`src/aeg_pkg.sv`:
```
// Shared types and codes for the ADSR envelope gain block.
package aeg_pkg;

   // Item kinds on the request channel
   localparam logic [1:0] MODE_SAMPLE   = 2'd0;
   localparam logic [1:0] MODE_NOTE_OFF = 2'd1;
   localparam logic [1:0] MODE_NOTE_ON  = 2'd2;

   // Configuration register indexes
   localparam int CSR_IDX_W = 3;
   localparam logic [CSR_IDX_W-1:0] CSR_ATTACK_LENGTH  = 3'd0;
   localparam logic [CSR_IDX_W-1:0] CSR_DECAY_LENGTH   = 3'd1;
   localparam logic [CSR_IDX_W-1:0] CSR_RELEASE_LENGTH = 3'd2;
   localparam logic [CSR_IDX_W-1:0] CSR_ATTACK_STEP    = 3'd3;
   localparam logic [CSR_IDX_W-1:0] CSR_DECAY_STEP     = 3'd4;
   localparam logic [CSR_IDX_W-1:0] CSR_RELEASE_STEP   = 3'd5;
   localparam logic [CSR_IDX_W-1:0] CSR_GAIN           = 3'd6;

   // Stage lengths are fixed at 20 bits
   localparam int LEN_W = 20;

   // Commands from the control sequencer to the envelope state
   typedef struct packed {
      logic note_on;   // back to attack, level zero
      logic note_off;  // enter release
      logic advance;   // one sample: step level and counter
   } env_cmd_type;

endpackage

```
`src/aeg_serial_mul.sv`:
```
// Bit-serial shift-add multiplier, one multiplier bit per cycle.
module aeg_serial_mul #(
   parameter int A_W      = 18,
   parameter int B_W      = 18,
   parameter bit SIGNED_A = 1'b0
) (
   input  logic           clock,
   input  logic           reset,
   input  logic           start,
   input  logic [A_W-1:0] mcand,
   input  logic [B_W-1:0] mplier,
   output logic           done,
   output logic [A_W:0]   prod_hi,
   output logic [B_W-1:0] prod_lo
);

   localparam int CNT_W = $clog2(B_W + 1);

   logic [A_W:0]   acc_ff, acc_in;
   logic [B_W-1:0] mr_ff, mr_in;
   logic [A_W-1:0] a_ff;
   logic [CNT_W-1:0] cnt_ff, cnt_in;
   logic           busy_ff, busy_in;
   logic           done_ff, done_in;

   logic [A_W:0]   addend;
   logic [A_W:0]   sum;
   logic           fill;

   // Partial product: multiplicand extended by one bit when bit 0 is set
   assign addend = mr_ff[0] ? {(SIGNED_A ? a_ff[A_W-1] : 1'b0), a_ff} : '0;
   assign sum    = acc_ff + addend;
   assign fill   = SIGNED_A ? sum[A_W] : 1'b0;

   always_comb begin
      acc_in  = acc_ff;
      mr_in   = mr_ff;
      cnt_in  = cnt_ff;
      busy_in = busy_ff;
      done_in = 1'b0;
      if (start) begin
         acc_in  = '0;
         mr_in   = mplier;
         cnt_in  = CNT_W'(B_W);
         busy_in = 1'b1;
      end else if (busy_ff) begin
         // add, then shift the pair right; low product bits enter mr
         acc_in = {fill, sum[A_W:1]};
         mr_in  = {sum[0], mr_ff[B_W-1:1]};
         cnt_in = cnt_ff - CNT_W'(1);
         if (cnt_ff == CNT_W'(1)) begin
            busy_in = 1'b0;
            done_in = 1'b1;
         end
      end
   end

   always_ff @(posedge clock) begin
      if (reset) begin
         busy_ff <= 1'b0;
         done_ff <= 1'b0;
         cnt_ff  <= '0;
      end else begin
         busy_ff <= busy_in;
         done_ff <= done_in;
         cnt_ff  <= cnt_in;
      end
   end

   // Datapath registers
   always_ff @(posedge clock) begin
      acc_ff <= acc_in;
      mr_ff  <= mr_in;
      if (start) begin
         a_ff <= mcand;
      end
   end

   assign done    = done_ff;
   assign prod_hi = acc_ff;
   assign prod_lo = mr_ff;

endmodule

```
`src/aeg_env.sv`:
```
// Envelope state (stage, level, counter, done) and configuration registers.
module aeg_env #(
   parameter int F     = 16,
   parameter int CNT_W = 21,
   parameter int CSR_W = 20
) (
   input  logic                         clock,
   input  logic                         reset,
   input  aeg_pkg::env_cmd_type         cmd,
   input  logic                         csr_wr_en,
   input  logic [aeg_pkg::CSR_IDX_W-1:0] csr_index,
   input  logic [CSR_W-1:0]             csr_wdata,
   output logic [F+1:0]                 level,
   output logic [F+1:0]                 gain,
   output logic [1:0]                   phase,
   output logic                         finished
);
   import aeg_pkg::*;

   localparam int LVL_W  = F + 2;
   localparam int STEP_W = F + 1;
   localparam int CMP_W  = (CNT_W > LEN_W) ? CNT_W : LEN_W;

   typedef enum logic [1:0] {
      PH_ATTACK  = 2'd0,
      PH_DECAY   = 2'd1,
      PH_SUSTAIN = 2'd2,
      PH_RELEASE = 2'd3
   } phase_type;

   logic [LEN_W-1:0]  attack_len_ff, decay_len_ff, release_len_ff;
   logic [STEP_W-1:0] attack_step_ff, decay_step_ff, release_step_ff;
   logic [LVL_W-1:0]  gain_ff;

   phase_type         phase_ff, phase_in;
   logic [LVL_W-1:0]  level_ff, level_in;
   logic [CNT_W-1:0]  cnt_ff, cnt_in;
   logic              done_ff, done_in;

   logic [CNT_W-1:0]  cnt_inc;
   logic [LVL_W:0]    up_sum;
   logic [LVL_W-1:0]  level_up;
   logic [LVL_W-1:0]  dec_step, rel_step;
   logic [LVL_W-1:0]  level_dec, level_rel;
   logic              match_a, match_d, match_r;

   // Saturating counter and level arithmetic
   assign cnt_inc   = (cnt_ff == '1) ? cnt_ff : cnt_ff + CNT_W'(1);
   assign up_sum    = {1'b0, level_ff} + (LVL_W+1)'(attack_step_ff);
   assign level_up  = up_sum[LVL_W] ? '1 : up_sum[LVL_W-1:0];
   assign dec_step  = LVL_W'(decay_step_ff);
   assign rel_step  = LVL_W'(release_step_ff);
   assign level_dec = (level_ff > dec_step) ? level_ff - dec_step : '0;
   assign level_rel = (level_ff > rel_step) ? level_ff - rel_step : '0;

   // Stage-end compares at a common width
   assign match_a = CMP_W'(cnt_ff) == CMP_W'(attack_len_ff);
   assign match_d = CMP_W'(cnt_ff) == CMP_W'(decay_len_ff);
   assign match_r = CMP_W'(cnt_ff) == CMP_W'(release_len_ff);

   // Next envelope state
   always_comb begin
      phase_in = phase_ff;
      level_in = level_ff;
      cnt_in   = cnt_ff;
      done_in  = done_ff;
      if (cmd.note_on) begin
         phase_in = PH_ATTACK;
         level_in = '0;
         cnt_in   = '0;
         done_in  = 1'b0;
      end else if (cmd.note_off) begin
         phase_in = PH_RELEASE;
         cnt_in   = '0;
      end else if (cmd.advance) begin
         cnt_in = cnt_inc;
         unique case (phase_ff)
            PH_ATTACK: begin
               level_in = level_up;
               if (match_a) begin
                  phase_in = PH_DECAY;
                  cnt_in   = CNT_W'(1);
               end
            end
            PH_DECAY: begin
               level_in = level_dec;
               if (match_d) begin
                  phase_in = PH_SUSTAIN;
                  cnt_in   = CNT_W'(1);
               end
            end
            PH_SUSTAIN: begin
               level_in = level_ff;
            end
            PH_RELEASE: begin
               level_in = level_rel;
               if (match_r) begin
                  done_in = 1'b1;
               end
            end
            default: begin
               level_in = level_ff;
            end
         endcase
      end
   end

   always_ff @(posedge clock) begin
      if (reset) begin
         attack_len_ff   <= '0;
         decay_len_ff    <= '0;
         release_len_ff  <= '0;
         attack_step_ff  <= '0;
         decay_step_ff   <= '0;
         release_step_ff <= '0;
         gain_ff         <= LVL_W'(1) << F;
         phase_ff        <= PH_ATTACK;
         level_ff        <= '0;
         cnt_ff          <= '0;
         done_ff         <= 1'b0;
      end else begin
         phase_ff <= phase_in;
         level_ff <= level_in;
         cnt_ff   <= cnt_in;
         done_ff  <= done_in;
         // register writes; unknown indexes are dropped
         if (csr_wr_en) begin
            unique case (csr_index)
               CSR_ATTACK_LENGTH:  attack_len_ff   <= csr_wdata[LEN_W-1:0];
               CSR_DECAY_LENGTH:   decay_len_ff    <= csr_wdata[LEN_W-1:0];
               CSR_RELEASE_LENGTH: release_len_ff  <= csr_wdata[LEN_W-1:0];
               CSR_ATTACK_STEP:    attack_step_ff  <= csr_wdata[STEP_W-1:0];
               CSR_DECAY_STEP:     decay_step_ff   <= csr_wdata[STEP_W-1:0];
               CSR_RELEASE_STEP:   release_step_ff <= csr_wdata[STEP_W-1:0];
               CSR_GAIN:           gain_ff         <= csr_wdata[LVL_W-1:0];
               default: ;
            endcase
         end
      end
   end

   assign level    = level_ff;
   assign gain     = gain_ff;
   assign phase    = phase_ff;
   assign finished = done_ff;

endmodule

```
`src/adsr_envelope_gain_top.sv`:
```
// Top level of the ADSR envelope gain block: sequencer, multipliers, result register.
//
// A sample item (mode 0) runs through two bit-serial multipliers in turn: gain times
// level first, then the sample times the clamped factor, and the next item is taken
// once the result is in the output register. Start, release and unused-mode items give
// no result and are taken without leaving the idle state. The envelope steps at
// acceptance; the result uses the level from before that step and reports stage and
// done after it. Write configuration only when no sample is in flight.
module adsr_envelope_gain_top #(
   parameter int SAMPLE_BITS     = 16,
   parameter int LEVEL_FRAC_BITS = 16,
   parameter int COUNTER_BITS    = 21
) (
   input  logic                          clock,
   input  logic                          reset,
   input  logic                          req_valid,
   output logic                          req_ready,
   input  logic [1:0]                    req_mode,
   input  logic signed [SAMPLE_BITS-1:0] req_sample_in,
   output logic                          rsp_valid,
   input  logic                          rsp_ready,
   output logic signed [SAMPLE_BITS-1:0] rsp_sample_out,
   output logic                          rsp_finished,
   output logic [1:0]                    rsp_phase,
   input  logic                          csr_wr_en,
   input  logic [aeg_pkg::CSR_IDX_W-1:0] csr_index,
   input  logic [((LEVEL_FRAC_BITS+2 > aeg_pkg::LEN_W) ?
                  LEVEL_FRAC_BITS+2 : aeg_pkg::LEN_W)-1:0] csr_wdata
);
   import aeg_pkg::*;

   localparam int F     = LEVEL_FRAC_BITS;
   localparam int SB    = SAMPLE_BITS;
   localparam int LVL_W = F + 2;
   localparam int G_W   = F + 1;
   localparam int PS_W  = F + 5;
   localparam int CSR_W = (LVL_W > LEN_W) ? LVL_W : LEN_W;

   typedef enum logic [1:0] {
      S_IDLE,
      S_GAIN_MUL,
      S_SCALE_MUL,
      S_HOLD
   } state_type;

   state_type          state_ff;
   logic [SB-1:0]      sample_ff;
   logic               rsp_valid_ff;
   logic [SB-1:0]      rsp_sample_out_ff;
   logic               rsp_finished_ff;
   logic [1:0]         rsp_phase_ff;

   logic               accept;
   env_cmd_type        cmd;
   logic [LVL_W-1:0]   env_level, env_gain;
   logic [1:0]         env_phase;
   logic               env_finished;

   logic               gmul_start, gmul_done;
   logic [LVL_W:0]     gmul_hi;
   logic [LVL_W-1:0]   gmul_lo;
   logic               smul_start, smul_done;
   logic [SB:0]        smul_hi;
   logic [G_W-1:0]     smul_lo;

   logic [PS_W-1:0]    prod_shift;
   logic [PS_W-1:0]    unity;
   logic [G_W-1:0]     factor;
   logic [SB-1:0]      scaled;
   logic               out_free;
   logic               load_rsp;

   // Handshake and command decode
   assign req_ready = (state_ff == S_IDLE);
   assign accept    = req_valid && req_ready;
   assign out_free  = !rsp_valid_ff || rsp_ready;
   assign load_rsp  = (state_ff == S_HOLD) && out_free;

   always_comb begin
      cmd          = '0;
      cmd.note_on  = accept && (req_mode == MODE_NOTE_ON);
      cmd.note_off = accept && (req_mode == MODE_NOTE_OFF);
      cmd.advance  = accept && (req_mode == MODE_SAMPLE);
   end

   aeg_env #(
      .F     (F),
      .CNT_W (COUNTER_BITS),
      .CSR_W (CSR_W)
   ) u_env (
      .clock     (clock),
      .reset     (reset),
      .cmd       (cmd),
      .csr_wr_en (csr_wr_en),
      .csr_index (csr_index),
      .csr_wdata (csr_wdata),
      .level     (env_level),
      .gain      (env_gain),
      .phase     (env_phase),
      .finished  (env_finished)
   );

   // gain * level, started with the level from before this sample's step
   assign gmul_start = cmd.advance;

   aeg_serial_mul #(
      .A_W      (LVL_W),
      .B_W      (LVL_W),
      .SIGNED_A (1'b0)
   ) u_gain_mul (
      .clock   (clock),
      .reset   (reset),
      .start   (gmul_start),
      .mcand   (env_gain),
      .mplier  (env_level),
      .done    (gmul_done),
      .prod_hi (gmul_hi),
      .prod_lo (gmul_lo)
   );

   // factor = min(1, product >> F)
   assign prod_shift = {gmul_hi, gmul_lo[LVL_W-1:F]};
   assign unity      = PS_W'(1) << F;
   assign factor     = (prod_shift > unity) ? unity[G_W-1:0] : prod_shift[G_W-1:0];

   // sample * factor, signed multiplicand
   assign smul_start = (state_ff == S_GAIN_MUL) && gmul_done;

   aeg_serial_mul #(
      .A_W      (SB),
      .B_W      (G_W),
      .SIGNED_A (1'b1)
   ) u_scale_mul (
      .clock   (clock),
      .reset   (reset),
      .start   (smul_start),
      .mcand   (sample_ff),
      .mplier  (factor),
      .done    (smul_done),
      .prod_hi (smul_hi),
      .prod_lo (smul_lo)
   );

   // floor(product / 2^F), low sample bits
   assign scaled = {smul_hi[SB-2:0], smul_lo[F]};

   // Sequencer and result register
   always_ff @(posedge clock) begin
      if (reset) begin
         state_ff     <= S_IDLE;
         rsp_valid_ff <= 1'b0;
      end else begin
         // load a finished item, or clear once the item is taken
         if (load_rsp) begin
            rsp_valid_ff      <= 1'b1;
            rsp_sample_out_ff <= scaled;
            rsp_finished_ff   <= env_finished;
            rsp_phase_ff      <= env_phase;
         end else if (rsp_valid_ff && rsp_ready) begin
            rsp_valid_ff <= 1'b0;
         end
         unique case (state_ff)
            S_IDLE: begin
               if (cmd.advance) begin
                  state_ff <= S_GAIN_MUL;
               end
            end
            S_GAIN_MUL: begin
               if (gmul_done) begin
                  state_ff <= S_SCALE_MUL;
               end
            end
            S_SCALE_MUL: begin
               if (smul_done) begin
                  state_ff <= S_HOLD;
               end
            end
            S_HOLD: begin
               if (out_free) begin
                  state_ff <= S_IDLE;
               end
            end
            default: begin
               state_ff <= S_IDLE;
            end
         endcase
      end
   end

   // Sample operand held for the second multiply
   always_ff @(posedge clock) begin
      if (cmd.advance) begin
         sample_ff <= req_sample_in;
      end
   end

   assign rsp_valid      = rsp_valid_ff;
   assign rsp_sample_out = rsp_sample_out_ff;
   assign rsp_finished   = rsp_finished_ff;
   assign rsp_phase      = rsp_phase_ff;

endmodule
```
`config.mk`:
```
export PLATFORM = sky130hd
export DESIGN_NAME = adsr_envelope_gain_top
export DESIGN_NICKNAME = d
export VERILOG_FILES = /design/src/aeg_pkg.sv /design/src/aeg_serial_mul.sv /design/src/aeg_env.sv /design/src/adsr_envelope_gain_top.sv
export SDC_FILE = /design/constraint.sdc
export NUM_CORES = 1
export LEC_CHECK = 0
export ABC_CLOCK_PERIOD_IN_PS = 6000
export BUFFER_PORTS_ARGS = -buffer_cell sky130_fd_sc_hd__buf_2
export CORE_MARGIN = 2
export CORE_UTILIZATION = 40
export DETAILED_ROUTE_END_ITERATION = 6
export SETUP_SLACK_MARGIN = 0.1
export SLEW_MARGIN = 20
export SYNTH_ARGS = -nofsm -noshare
export SYNTH_HDL_FRONTEND = slang
export SYNTH_SLANG_ARGS = --single-unit
export TNS_END_PERCENT = 30
```
`constraint.sdc`:
```
create_clock -name clock -period 6 [get_ports clock]
set_clock_uncertainty 0.2 [all_clocks]
set_input_delay 1.2 -clock clock [delete_from_list [all_inputs] [get_ports clock]]
set_output_delay 1.2 -clock clock [all_outputs]
set_load 0.01 [all_outputs]
```
Word-level counts from Yosys, hierarchy flattened
Cells that the tools add are included.
{"block": "totals", "ff_bits": 326}
{"block": "op_classes", "addsub": 8, "order_cmp": 3, "n_eq_ne": 26, "mux": 39, "n_bitwise": 5, "reduce_logical": 36}
{"op": "$mux W18", "count": 6}
{"op": "$mux W17", "count": 4}
{"op": "$eq A21 B20 Y1", "count": 3}
{"op": "$mux W21", "count": 3}
{"op": "$pmux W18 S3", "count": 1}
{"op": "$pmux W21 S2", "count": 1}
{"op": "$gt A18 B17 Y1", "count": 2}
{"op": "$sub A18 B17 Y18", "count": 2}
{"op": "$add A21 B1 Y21 const B", "count": 1}
{"op": "$eq A21 B21 Y1 const B", "count": 1}
{"op": "$gt A20 B17 Y1 const B", "count": 1}
{"op": "$mux W5", "count": 4}
{"op": "$add A18 B17 Y19", "count": 1}
{"op": "$add A18 B19 Y19", "count": 1}
{"op": "$add A17 B17 Y17", "count": 1}
{"op": "$mux W2", "count": 8}
{"op": "$reduce_and A2 Y1", "count": 8}
{"op": "$reduce_and A4 Y1", "count": 3}
{"op": "$eq A2 B2 Y1 const B", "count": 5}
{"op": "$eq A5 B1 Y1 const B", "count": 2}
{"op": "$mux W1", "count": 10}
{"op": "$sub A5 B1 Y5 const B", "count": 2}
{"op": "$eq A3 B3 Y1 const B", "count": 3}
{"op": "$reduce_or A3 Y1", "count": 3}
{"op": "18 further kinds", "count": 41}

Depth between registers and ports, before layout
Gate-level depths: netlist (run 1).
{"block": "logic_depth", "ltp_word": 5, "mapped_depth": 13}

Hierarchy
Synthesis (run 1) repeated with hierarchy kept, for this count alone.
{"block": "unflattened", "cells_unflattened": 1982, "area_unflattened_um2": 17613.1}
{"mod": "aeg_env", "instances": 1, "cells_each": 1313, "area_each_um2": 9851.9, "seq_area_each_um2": 3423.3}
{"mod": "aeg_serial_mul (u_gain_mul)", "instances": 1, "cells_each": 306, "area_each_um2": 3268.1, "seq_area_each_um2": 1581.5}
{"mod": "aeg_serial_mul (u_scale_mul)", "instances": 1, "cells_each": 256, "area_each_um2": 2910.3, "seq_area_each_um2": 1451.4}
{"mod": "adsr_envelope_gain_top", "instances": 1, "cells_each": 107, "area_each_um2": 1582.8, "seq_area_each_um2": 1111.1}

Worst setup path before layout (run 1)
OpenSTA, ideal clock, no wires.
{"block": "synth_path", "path_kind": "input -> register", "start": "input req_valid", "end": "register sample_ff[0] (enable)", "setup_ns": 0.412, "arrival_ns": 3.354, "t_required_ns": 5.388, "slack_ns": 2.034, "stages": 6, "n_path_buf": 3, "cell_sequence": "nand2_1 > or3_1 > clkbuf_1 > inv_1 > clkbuf_1 > clkbuf_1"}
{"block": "synth_via", "elab_chain_len": 2}
{"item": "start: declaration", "line": "adsr_envelope_gain_top.sv:16", "text": "input logic req_valid,"}
{"item": "$logic_and A1 B1 Y1", "line": "adsr_envelope_gain_top.sv:75", "text": "assign accept = req_valid && req_ready;"}
{"item": "$logic_and A1 B1 Y1", "line": "adsr_envelope_gain_top.sv:83", "text": "cmd.advance = accept && (req_mode == MODE_SAMPLE);"}
{"item": "via gmul_start", "line": "adsr_envelope_gain_top.sv:59", "text": "logic gmul_start, gmul_done;"}
{"item": "end signal: assignment", "line": "adsr_envelope_gain_top.sv:193", "text": "sample_ff <= req_sample_in;"}
{"item": "end: declaration", "line": "adsr_envelope_gain_top.sv:47", "text": "logic [SB-1:0] sample_ff;"}
The timed path passes the listed nets, and every way through them passes these cells.
A chain may end at the register's enable or synchronous reset.

Final worst setup path (run 1)
{"block": "layout_path", "start": "register u_env.level_ff[0] (netlist: u_env.level[0])", "end": "register u_env.level_ff[17] (netlist: u_env.level[17])"}
{"block": "layout_via", "elab_chain_len": 3, "word_cells_on_any_way": 9}
{"item": "start: declaration", "line": "aeg_env.sv:36", "text": "logic [LVL_W-1:0] level_ff, level_in;"}
{"item": "start signal: assignment", "line": "aeg_env.sv:123", "text": "level_ff <= level_in;"}
{"item": "$sub A18 B17 Y18, or another cell as far along", "line": "aeg_env.sv:54", "text": "assign level_rel = (level_ff > rel_step) ? level_ff - rel_step : '0;"}
{"item": "$mux W18, on equally long branches", "line": "aeg_env.sv:54, aeg_env.sv:50, aeg_env.sv:53"}
{"item": "$pmux W18 S3 *", "line": "aeg_env.sv:77", "text": "unique case (phase_ff)"}
Mark *: on every way between the ends. The rest lies on a longest branch, timed or not.

==> results.md, run 1 <==
- Status: complete, but fails checks
- Violated checks: DRC
- Via density: 5.37
- Max-slew violations: 0
- Relative slew margins: between 20% and 30%
- GR Overflow Total: 0
- Hold Crit Class: flip-flop to flip-flop
- Multi-input logic area: between 8000 and 9000 um^2
- Clock Power Share: between 30% and 40%
- Sequential share of the synthesized area: about 45%
- Share of layout cells above drive strength 1: ~8.6%
- Via count: ~13,000
- Number of buffers created by CTS: 38
- Ys flop type: dfxtp_1
- Post-CTS Repair Setup Buffers: 0
- Core area: 41,800 um^2
- Setup crit end kind: flip-flop
- Routed wire per std cell: around 18 um
- Sink Count: around 330
- Setup ws final: about 2300 ps
- Register share of total power: 41.3%
- Crit path launch type: flip-flop
- Register area: approximately 7600 um^2
- WP data required: between 6000 and 7000 ps
- Vias in the first global route: approximately 13,000
- P per Cell Area: 328 nW/um^2
- Top cells by area, synth: dfxtp_1 26%, edfxtp_1 19%, nand2_1 8.1%, ha_1 7.0%, a21oi_1 6.1%
- CP Buf/Inv Count: 1
- Worst-margin pin slew: between 1000 and 1500 ps
- Initial antenna violation count: 0
- Critical Path Fanout Max: 19
- Avg Synthesized Cell Area: 8.91 um^2
- Min cycle time layout: 3720 ps
- DRC viols: 7
- Antenna viol nets, final: 0
- CTS tree: done
- Input/output buffers: between 60 and 70
- Die Footprint: 43,800 um^2
- Switch share: 29.6%
- Total GRT Usage: 20.2%
- Worst skew pair latency: between 500 and 600 ps
- VDD IR max: 0.000197 V
- Asr flop ratio synth: 0%
- Max_cap viols: 0
- First-pass GRT wire length: 70.4 mm
- Crit-path cells: inv_1, ha_1, fa_1, nand2b_1, a21oi_1, o21ai_0, nand2b_1, a21oi_1, o31a_1, or4b_1, and3_1, a31oi_1
- Die Span X: 209 um
- # fillers: about 4,100
- P_int: 4370 uW
- R2r setup slk: around 2300 ps
- CP Class: flip-flop to flip-flop
- Nets: approximately 2,100
- Worst path slowest cell: o31a_1
- Die Ht: approximately 210 um
- Fmax: about 0.27 GHz
- Max clock buf depth: 3
- IO Pins: between 60 and 70
- Initial drt markers: 952
- Dpl cells: about 2,400
- Final period util: between 60% and 70%
- Row cnt: 75
- Net count after synthesis: just over 2,000
- Synth Cell Area: 16,900 um^2
- Unique masters post-synth: 80
- Crit-path leading delay family: compound AO/OA/AOI/OAI gates
- Pre-CTS setup slack: 2140 ps
- Starting Density: about two fifths
- Final Hold Viols: 0
- CTS resizes: 0
- Net Switching: ~1800 uW
- Yosys top cell area share: about a quarter
- Combinational share of power: around 20%
- Synth Instances: 1,893
- Post-synth EDFFs: 104
- Fin cells: 2,487
- Synthesis Warnings: 0
- H-tree Lvls: 2
- Area delta synth->final: 12.1%
- Placed wire-length estimate: a little over 30 mm
- Most common cell in the synthesized netlist: nand2_1
- Synth Register Bits: approximately 330
- CP arrival: about 4000 ps
- Ant diodes: 0
- CTS Hold Bufs: 0
- Synth top cells by count: 363 x nand2_1, 222 x dfxtp_1, 206 x a21oi_1
- # setup viols final: 0
- Root Driver: clkbuf_16
- Post-Route WL: about 44 mm
- RSZ-0062 raised after global routing: no
- Post-layout util: a little under half
- Gpl congestion: between 0.8 and 0.9
- Leading area contributor after synthesis: dfxtp_1
- CP max stage delay: 630 ps
- Leakage: around 0.0073 uW
- Clock-pin transition on the worst setup and hold timing paths: 60 ps
- Maximum number of pins on one net before global-route repair: a little under 90
- Pre-antenna DRT Iters: 7
- Fin Setup TNS: 0 ps
-- per-layer routing --
metal	GRT usage (%)	up-vias	share of wire [%]
li1	-	6645	-
met1	28.1	6304	48
met2	31.6	336	44
met3	3.59	80	5.3
met4	7.36	0	3.3
met5	0	-	0
-- sequential cells by signal (all words and copies together), names as in the netlist, 18 cells and up --
register and count:
u_env.cnt_ff 21, u_env.gain 18, u_env.release_len_ff 20, u_env.attack_len_ff 20, u_gain_mul.prod_hi 18, u_gain_mul.prod_lo 18, u_env.level 18, u_env.decay_len_ff 20
u_gain_mul.a_ff 18
-- per-stage QoR --
stage / hold WS, ps / power (uW) / cell area [um^2]
3_3_place_gp: 204 / 3810 / 17600
6_report: 219 / 6200 / 18900
3_5_place_dp: 205 / 3840 / 17600
5_1_grt: 222 / 6520 / 18900
4_1_cts: 219 / 6250 / 18900
2_1_floorplan: 200 / 3500 / 16900
-- layout by cell type (no fill, tap or decap), drive strengths merged, types with 16 or more instances in the layout --
cell	Yosys	final
nand2	363	363
dfxtp	222	222
a21oi	208	208
nor2	115	115
edfxtp	104	104
ha	94	94
xnor2	88	88
buf	16	80
o21ai	77	77
inv	62	65
xor2	61	61
clkbuf	78	48
and2	40	40
nor3	30	30
nand3	24	24
mux2i	23	23
nor4	21	21
nand4	21	21
a21o	21	21
nand2b	18	18
o21a	18	18
a31oi	17	17
a22o	16	16
nor2b	16	16
-- cell type report --
| type | count | share of cell area [%] |
|---|---|---|
| clock buffers | 48 | 5.44 |
| clock inverters | 22 | 1.38 |
| inverters | 63 | 1.25 |
| multi-input cells | 1409 | 46.0 |
| flip-flops and latches | 326 | 40.1 |
| well taps | 539 | 3.57 |
| repair buffers | 80 | 2.32 |
-- power groups by stage --
| stage | clock network (uW) | registers [uW] | logic, uW |
|---|---|---|---|
| final | 2400 | 2570 | 1240 |
| after global placement | 0 | 2610 | 1200 |
| after detailed placement | 0 | 2610 | 1220 |
| after floorplan | 0 | 2550 | 951 |
| after CTS | 2450 | 2560 | 1230 |
| after global routing | 2530 | 2590 | 1400 |
-- final timing paths --
| check | from | to | cells past startpoint |
|---|---|---|---|
| max | u_env.level[0] | u_env.level[17] | 12 |
| min | sample_ff[1] | u_scale_mul.a_ff[1] | 0 |
| max reg2reg | u_env.level[0] | u_env.level[17] | 12 |
| min reg2reg | sample_ff[1] | u_scale_mul.a_ff[1] | 0 |
-- kinds of logic after synthesis --
family | after synthesis | synth area share (%)
xor+xnor | 149 | 7.74
fa+ha+maj | 99 | 7.57
buf+inv | 158 | 3.71
mux | 23 | 1.37
compound gates | 441 | 16.0
flops | 326 | 44.9
simple gates | 697 | 18.7
Power figures use the tool's default switching activity.
==> run 2, diff against run 1 <==
- ABC_CLOCK_PERIOD_IN_PS: 6000 -> 3900
- clock period: 6 -> 3.9 ns (I/O delays scaled with it)
==> run 2 against run 1 <==
  * The flow now finishes without violations
  * Die area unchanged
  * Global-route usage is 0.31 points higher
  * Count of clock-buffer cells in the layout rose by 4
  * Combinational power is 56% higher
  * Critical path type unchanged
  * Largest power group unchanged
  * Highest routed layer unchanged
==> results.md, run 2 (synthesized netlist as in run 1, its figures left out) <==
- Hold Path Sink: sample_ff[3]
- Final period util: 88.0%
- Hold Crit Class: primary input to flip-flop
- CTS tree: done
- Initial drt markers: roughly 900
- Die Footprint: about 44,000 um^2
- RR Startpoint: u_scale_mul.prod_lo[0]
- Worst-margin pin slew: 969 ps
- Leakage: approximately 0.0074 uW
- Core area: roughly 42,000 um^2
- Fmax: slightly below 0.3 GHz
- Vias in the first global route: 13,000
- Area delta synth->final: 12.7%
- CP Class: flip-flop to flip-flop
- Clock-pin transition on the worst setup and hold timing paths: roughly 60 ps
- Total GRT Usage: 20.5%
- Nets: between 2,000 and 2,500
- Max-slew violations: 0
- Fin cells: approximately 2,500
- Die Span X: approximately 210 um
- Final Hold Viols: 0
- Antenna viol nets, final: 0
- Input/output buffers: between 60 and 70
- First-pass GRT wire length: roughly 71 mm
- Sink Count: between 300 and 400
- Gpl congestion: approximately 0.94
- Setup ws final: 470 ps
- Critical R2R Capture: u_scale_mul.prod_hi[14]
- RSZ-0062 raised after global routing: no
- Fin Setup TNS: 0 ps
- Hold path start: req_sample_in[3]
- CTS Hold Bufs: 0
- Pre-CTS setup slack: 484 ps
- Relative slew margins: a little over a third
- Worst skew pair latency: 570 ps
- DRC viols: 0
- CP max stage delay: 520 ps
- Via count: ~14,000
- Via density: between 5 and 6
- Placed wire-length estimate: 31.5 mm
- Starting Density: approximately two fifths
- Share of layout cells above drive strength 1: under 10%
- H-tree Lvls: 2
- Cell count of the worst hold path: 1
- Routed wire per std cell: roughly 18 um
- # setup viols final: 0
- Pre-antenna DRT Iters: 5
- Setup crit end kind: flip-flop
- Die Ht: around 210 um
- Most common cell after layout, fill and taps aside: nand2_1
- CTS resizes: 0
- Register-to-Register Path Depth: 11
- CP arrival: 3670 ps
- Max clock buf depth: 3
- Post-Route WL: about 45 mm
- Number of buffers created by CTS: 39
- Most flop-heavy register: u_env.cnt_ff
- WP data required: 4140 ps
- VDD IR max: between 0.0003 and 0.0004 V
- Dpl cells: ~2,400
- IO Pins: 67
- Maximum number of pins on one net before global-route repair: 145
- Worst path slowest cell: edfxtp_1
- GR Overflow Total: 0
- Min cycle time layout: between 3000 and 4000 ps
- Most frequent cells in the layout: 363 x nand2_1, 222 x dfxtp_1, 206 x a21oi_1, 115 x nor2_1, 104 x edfxtp_1
- Critical Path Fanout Max: 9
- P per Cell Area: a little under 500 nW/um^2
- Initial antenna violation count: 2
- Max reg flops: 21
- Row cnt: 75
- Post-CTS Repair Setup Buffers: 0
- Crit path launch type: flip-flop
- Crit-path cells: buf_4, and2_1, ha_1, nor3_1, or3b_2, a31oi_1, nor3_1, a2111oi_2, a21oi_1, xnor2_1, a21oi_1
- R2r setup slk: approximately 470 ps
- Max_cap viols: 0
- Root Driver: clkbuf_16
- Status: finished, final reports clean
[run 2: through the flow]
stage          power [uW]  area, um^2  util, %  hold slack, ps
2_1_floorplan        5390       16900        -             200
6_report             9430       19000     45.5             181
4_1_cts              9510       19000     45.5             141
3_3_place_gp         5880       17800     42.5             204
5_1_grt              9910       19000     45.5             152
3_5_place_dp         5920       17800     42.5             205
[run 2: how the worst max path moves through the flow]
stage | slack (ps) | from | endpoint | cells past startpoint
2_1_floorplan | 350 | req_valid | sample_ff[0] | 6
3_3_place_gp | 510 | u_scale_mul.prod_lo[0] | u_scale_mul.prod_hi[14] | 11
3_5_place_dp | 480 | u_scale_mul.prod_lo[0] | u_scale_mul.prod_hi[14] | 11
4_1_cts | 470 | u_scale_mul.prod_lo[0] | u_scale_mul.prod_hi[14] | 11
5_1_grt | 210 | u_env.level[1] | u_env.level[10] | 11
6_report | 470 | u_scale_mul.prod_lo[0] | u_scale_mul.prod_hi[14] | 11
[run 2: power breakdown]
| group | leakage, uW | switching (uW) | internal, uW |
|---|---|---|---|
| sequential | 0.00273 | 210 | 3730 |
| clock | 0.000610 | 1470 | 2090 |
| combinational | 0.00404 | 1140 | 789 |
| total | 0.00738 | 2820 | 6610 |
[run 2: layout make-up]
class / count / area, um^2
clock buffer: 52 / 1040
antenna: 1 / 2.50
inverter: 63 / 236
sequential: 326 / 7570
tap: 539 / 674
multi-input combinational: 1409 / 8680
timing repair buffer: 99 / 593
clock inverter: 19 / 203
fill: 3964 / 22800
[run 2: metal layers]
| metal | up-vias | routed length (um) | track usage (%) |
|---|---|---|---|
| met5 | - | 0 | 0 |
| met4 | 0 | 1280 | 6.45 |
| met3 | 75 | 2880 | 3.80 |
| met2 | 388 | 19900 | 32.5 |
| met1 | 6337 | 20900 | 28.5 |
| li1 | 6700 | - | - |
[run 2: critical path: cells and delay by family, from the launching register on]
kind | cells | cell delay, ps
flip-flops | 1 | 520
buffers and inverters | 1 | 220
adder cells (fa/ha/maj) | 1 | 210
AND/OR/NAND/NOR | 4 | 1100
AO/OA/AOI/OAI | 4 | 900
XOR/XNOR | 1 | 150
==> run 3, diff against run 2 <==
- ABC_AREA: default -> 1
- CORE_ASPECT_RATIO: default -> 1.4
==> run 3 against run 2 <==
  * Flip-flop and latch count is the same
  * Count of clock-buffer cells in the layout up 1
  * Non-clock buffer count fell by 17
  * Fmax grew 13%
  * Highest routed layer unchanged
  * Cell area grew 7.5%
  * Worst hold slack improved by 42 ps
  * Clock power increased by 7.0%
  * Largest power group unchanged
==> results.md, run 3 <==
- Switch share: roughly 33%
- Placed wire-length estimate: 41.7 mm
- Clock Power Share: between 30% and 40%
- Asr flop ratio synth: 0%
- Avg Synthesized Cell Area: 7.40 um^2
- Final Hold Viols: 0
- Synth Register Bits: between 300 and 400
- Crit-path leading delay family: simple AND/OR/NAND/NOR gates
- Synth Instances: about 2,500
- IO Pins: 67
- Max clock buf depth: 3
- Relative slew margins: 31.8%
- Post-Route WL: around 56 mm
- CP Class: flip-flop to flip-flop
- Critical Path Fanout Max: 3
- Total GRT Usage: approximately a quarter
- Unique masters post-synth: between 50 and 60
- Input/output buffers: 66
- P per Cell Area: about 520 nW/um^2
- Die Ht: 256 um
- Net Switching: ~3400 uW
- CTS tree: done
- Synth top cells by count: 485 x nand2_1, 370 x nor2_1, 291 x inv_1
- Fin Setup TNS: 0 ps
- Worst-margin pin slew: between 1000 and 1500 ps
- CP Buf/Inv Count: 2
- Core area: 45,000 um^2
- Die Footprint: approximately 47,000 um^2
- Ys flop type: dfxtp_1
- Register share of total power: a little under two fifths
- Sequential share of the synthesized area: a little over two fifths
- Leading area contributor after synthesis: dfxtp_1
- Via count: between 15,000 and 20,000
- Synth Cell Area: about 18,000 um^2
- Share of layout cells above drive strength 1: ~8%
- Routed wire per std cell: ~18 um
- Combinational share of power: ~25%
- Fmax: around 0.33 GHz
- Most frequent cells in the layout: 485 x nand2_1, 370 x nor2_1, 290 x inv_1, 256 x o21ai_0, 222 x dfxtp_1
- Pre-CTS setup slack: around 900 ps
- Post-synth EDFFs: ~100
- Crit path launch type: flip-flop
- Most flop-heavy register: u_env.cnt_ff
- CP max stage delay: ~440 ps
- Root Driver: clkbuf_16
- Setup ws final: ~870 ps
- Hold Crit Class: flip-flop to flip-flop
- VDD IR max: between 0.0003 and 0.0004 V
- GR Overflow Total: 0
- Top cells by area, synth: dfxtp_1 24%, edfxtp_1 17%, nand2_1 10%, nor2_1 7.6%, o21ai_0 7.0%
- # setup viols final: 0
- Final period util: between 70 and 80%
- Vias in the first global route: about 16,000
- Nets: between 2,000 and 3,000
- RSZ-0062 raised after global routing: no
- DRC viols: 0
- P_int: slightly above 7000 uW
- Synthesis Warnings: 0
- Leakage: 0.00929 uW
- Most common cell in the synthesized netlist: nand2_1
- CP most frequent cell: nand2_1
- Starting Density: 40.4%
- H-tree Lvls: 2
- Initial drt markers: roughly 1,100
- CTS resizes: 0
- CP arrival: roughly 3200 ps
- Area delta synth->final: 12.3%
- Crit-path cells: ha_1, inv_1, fa_1, inv_1, nand2_1, o21ai_0, nand2_1, nand2_1, nand2_1, nand3_1, nand2_1, nor2_1, nor2_1, nand2_1, a21oi_1
- Multi-input logic area: between 9000 and 10,000 um^2
- Pre-antenna DRT Iters: 6
- Number of buffers created by CTS: 37
- Most common cell after layout, fill and taps aside: nand2_1
- Cell Area, Placed: around 19,000 um^2
- Max reg flops: 21
- Post-CTS Repair Setup Buffers: 0
- # fillers: approximately 4,600
- Gpl congestion: about 1.0
- Sink Count: 326
- Die Span X: approximately 180 um
- WP data required: approximately 4000 ps
- Yosys top cell area share: approximately a quarter
- Setup crit end kind: flip-flop
- Post-route cell area: 20,400 um^2
- Via density: about 5.2
- Post-layout util: a little under half
- Max_cap viols: 0
- Status: finished, final reports clean
- R2r setup slk: between 800 and 900 ps
- Maximum number of pins on one net before global-route repair: 96
- Initial antenna violation count: 0
- CTS Hold Bufs: 0
- Min cycle time layout: approximately 3000 ps
- Register area: 7570 um^2
- Antenna viol nets, final: 0
- Worst path slowest cell: dfxtp_1
- Worst skew pair latency: roughly 540 ps
- First-pass GRT wire length: between 80 and 90 mm
- Net count after synthesis: between 2,000 and 3,000
- Max-slew violations: 0
- Row cnt: 92
- Clock-pin transition on the worst setup and hold timing paths: approximately 60 ps
-- run 3: power groups by stage --
stage | Clock [uW] | Sequential, uW | Combinational, uW
after floorplan | 0 | 3990 | 1960
after global placement | 0 | 4090 | 2640
after detailed placement | 0 | 4100 | 2640
after CTS | 3900 | 4030 | 2650
after global routing | 4030 | 4060 | 3000
final | 3820 | 4030 | 2660
-- run 3: metal layers --
metal,global-route usage (%),wire (um),vias to the layer above
li1,-,-,8153
met1,28.3,23300,7642
met2,42.6,27700,412
met3,2.70,2400,117
met4,10.3,2560,0
met5,0,0,-
-- run 3: through the flow --
step | cells | total power (uW) | hold WS [ps]
floorplan | 2458 | 5940 | 200
detailed placement | 3075 | 6740 | 205
finish | 3143 | 10500 | 223
global route | 3142 | 11100 | 207
CTS | 3142 | 10600 | 201
global placement | 3075 | 6730 | 204
-- run 3: final timing paths --
check | depth (start not counted) | endpoint | start
min reg2reg | 0 | u_scale_mul.a_ff[10] | sample_ff[10]
max | 15 | u_env.level[16] | u_env.attack_step_ff[0]
min | 0 | u_scale_mul.a_ff[10] | sample_ff[10]
max reg2reg | 15 | u_env.level[16] | u_env.attack_step_ff[0]
-- run 3: logic make-up (layout without fill, tap and decap cells) --
group                      after synthesis  after routing  synth area share (%)
and+or+nand+nor                       1067           1067                  24.7
other                                    0              1                     0
AOI/OAI and AO/OA                      503            503                  14.7
DFF                                    326            326                  41.6
xor gates and xnor gates                77             77                  3.71
adders and majority gates               99             99                  7.02
buffers and inverters                  386            459                  8.22
-- run 3: layout make-up --
type / count / share of cell area (%)
multi-input combinational: 1746 / 44.7
clock inverter: 14 / 1.24
clock buffer: 53 / 5.28
sequential: 326 / 37.1
tap: 611 / 3.74
inverter: 310 / 5.72
timing repair buffer: 82 / 2.27
antenna: 1 / 0.0123
-- run 3: worst reg2reg max path, stage by stage (launching register included) --
cell	delay, ps
dfxtp_1	440
ha_1	290
inv_1	80
fa_1	440
inv_1	150
nand2_1	60
o21ai_0	340
nand2_1	90
nand2_1	160
nand2_1	150
nand3_1	100
nand2_1	80
nor2_1	140
nor2_1	60
nand2_1	60
a21oi_1	50
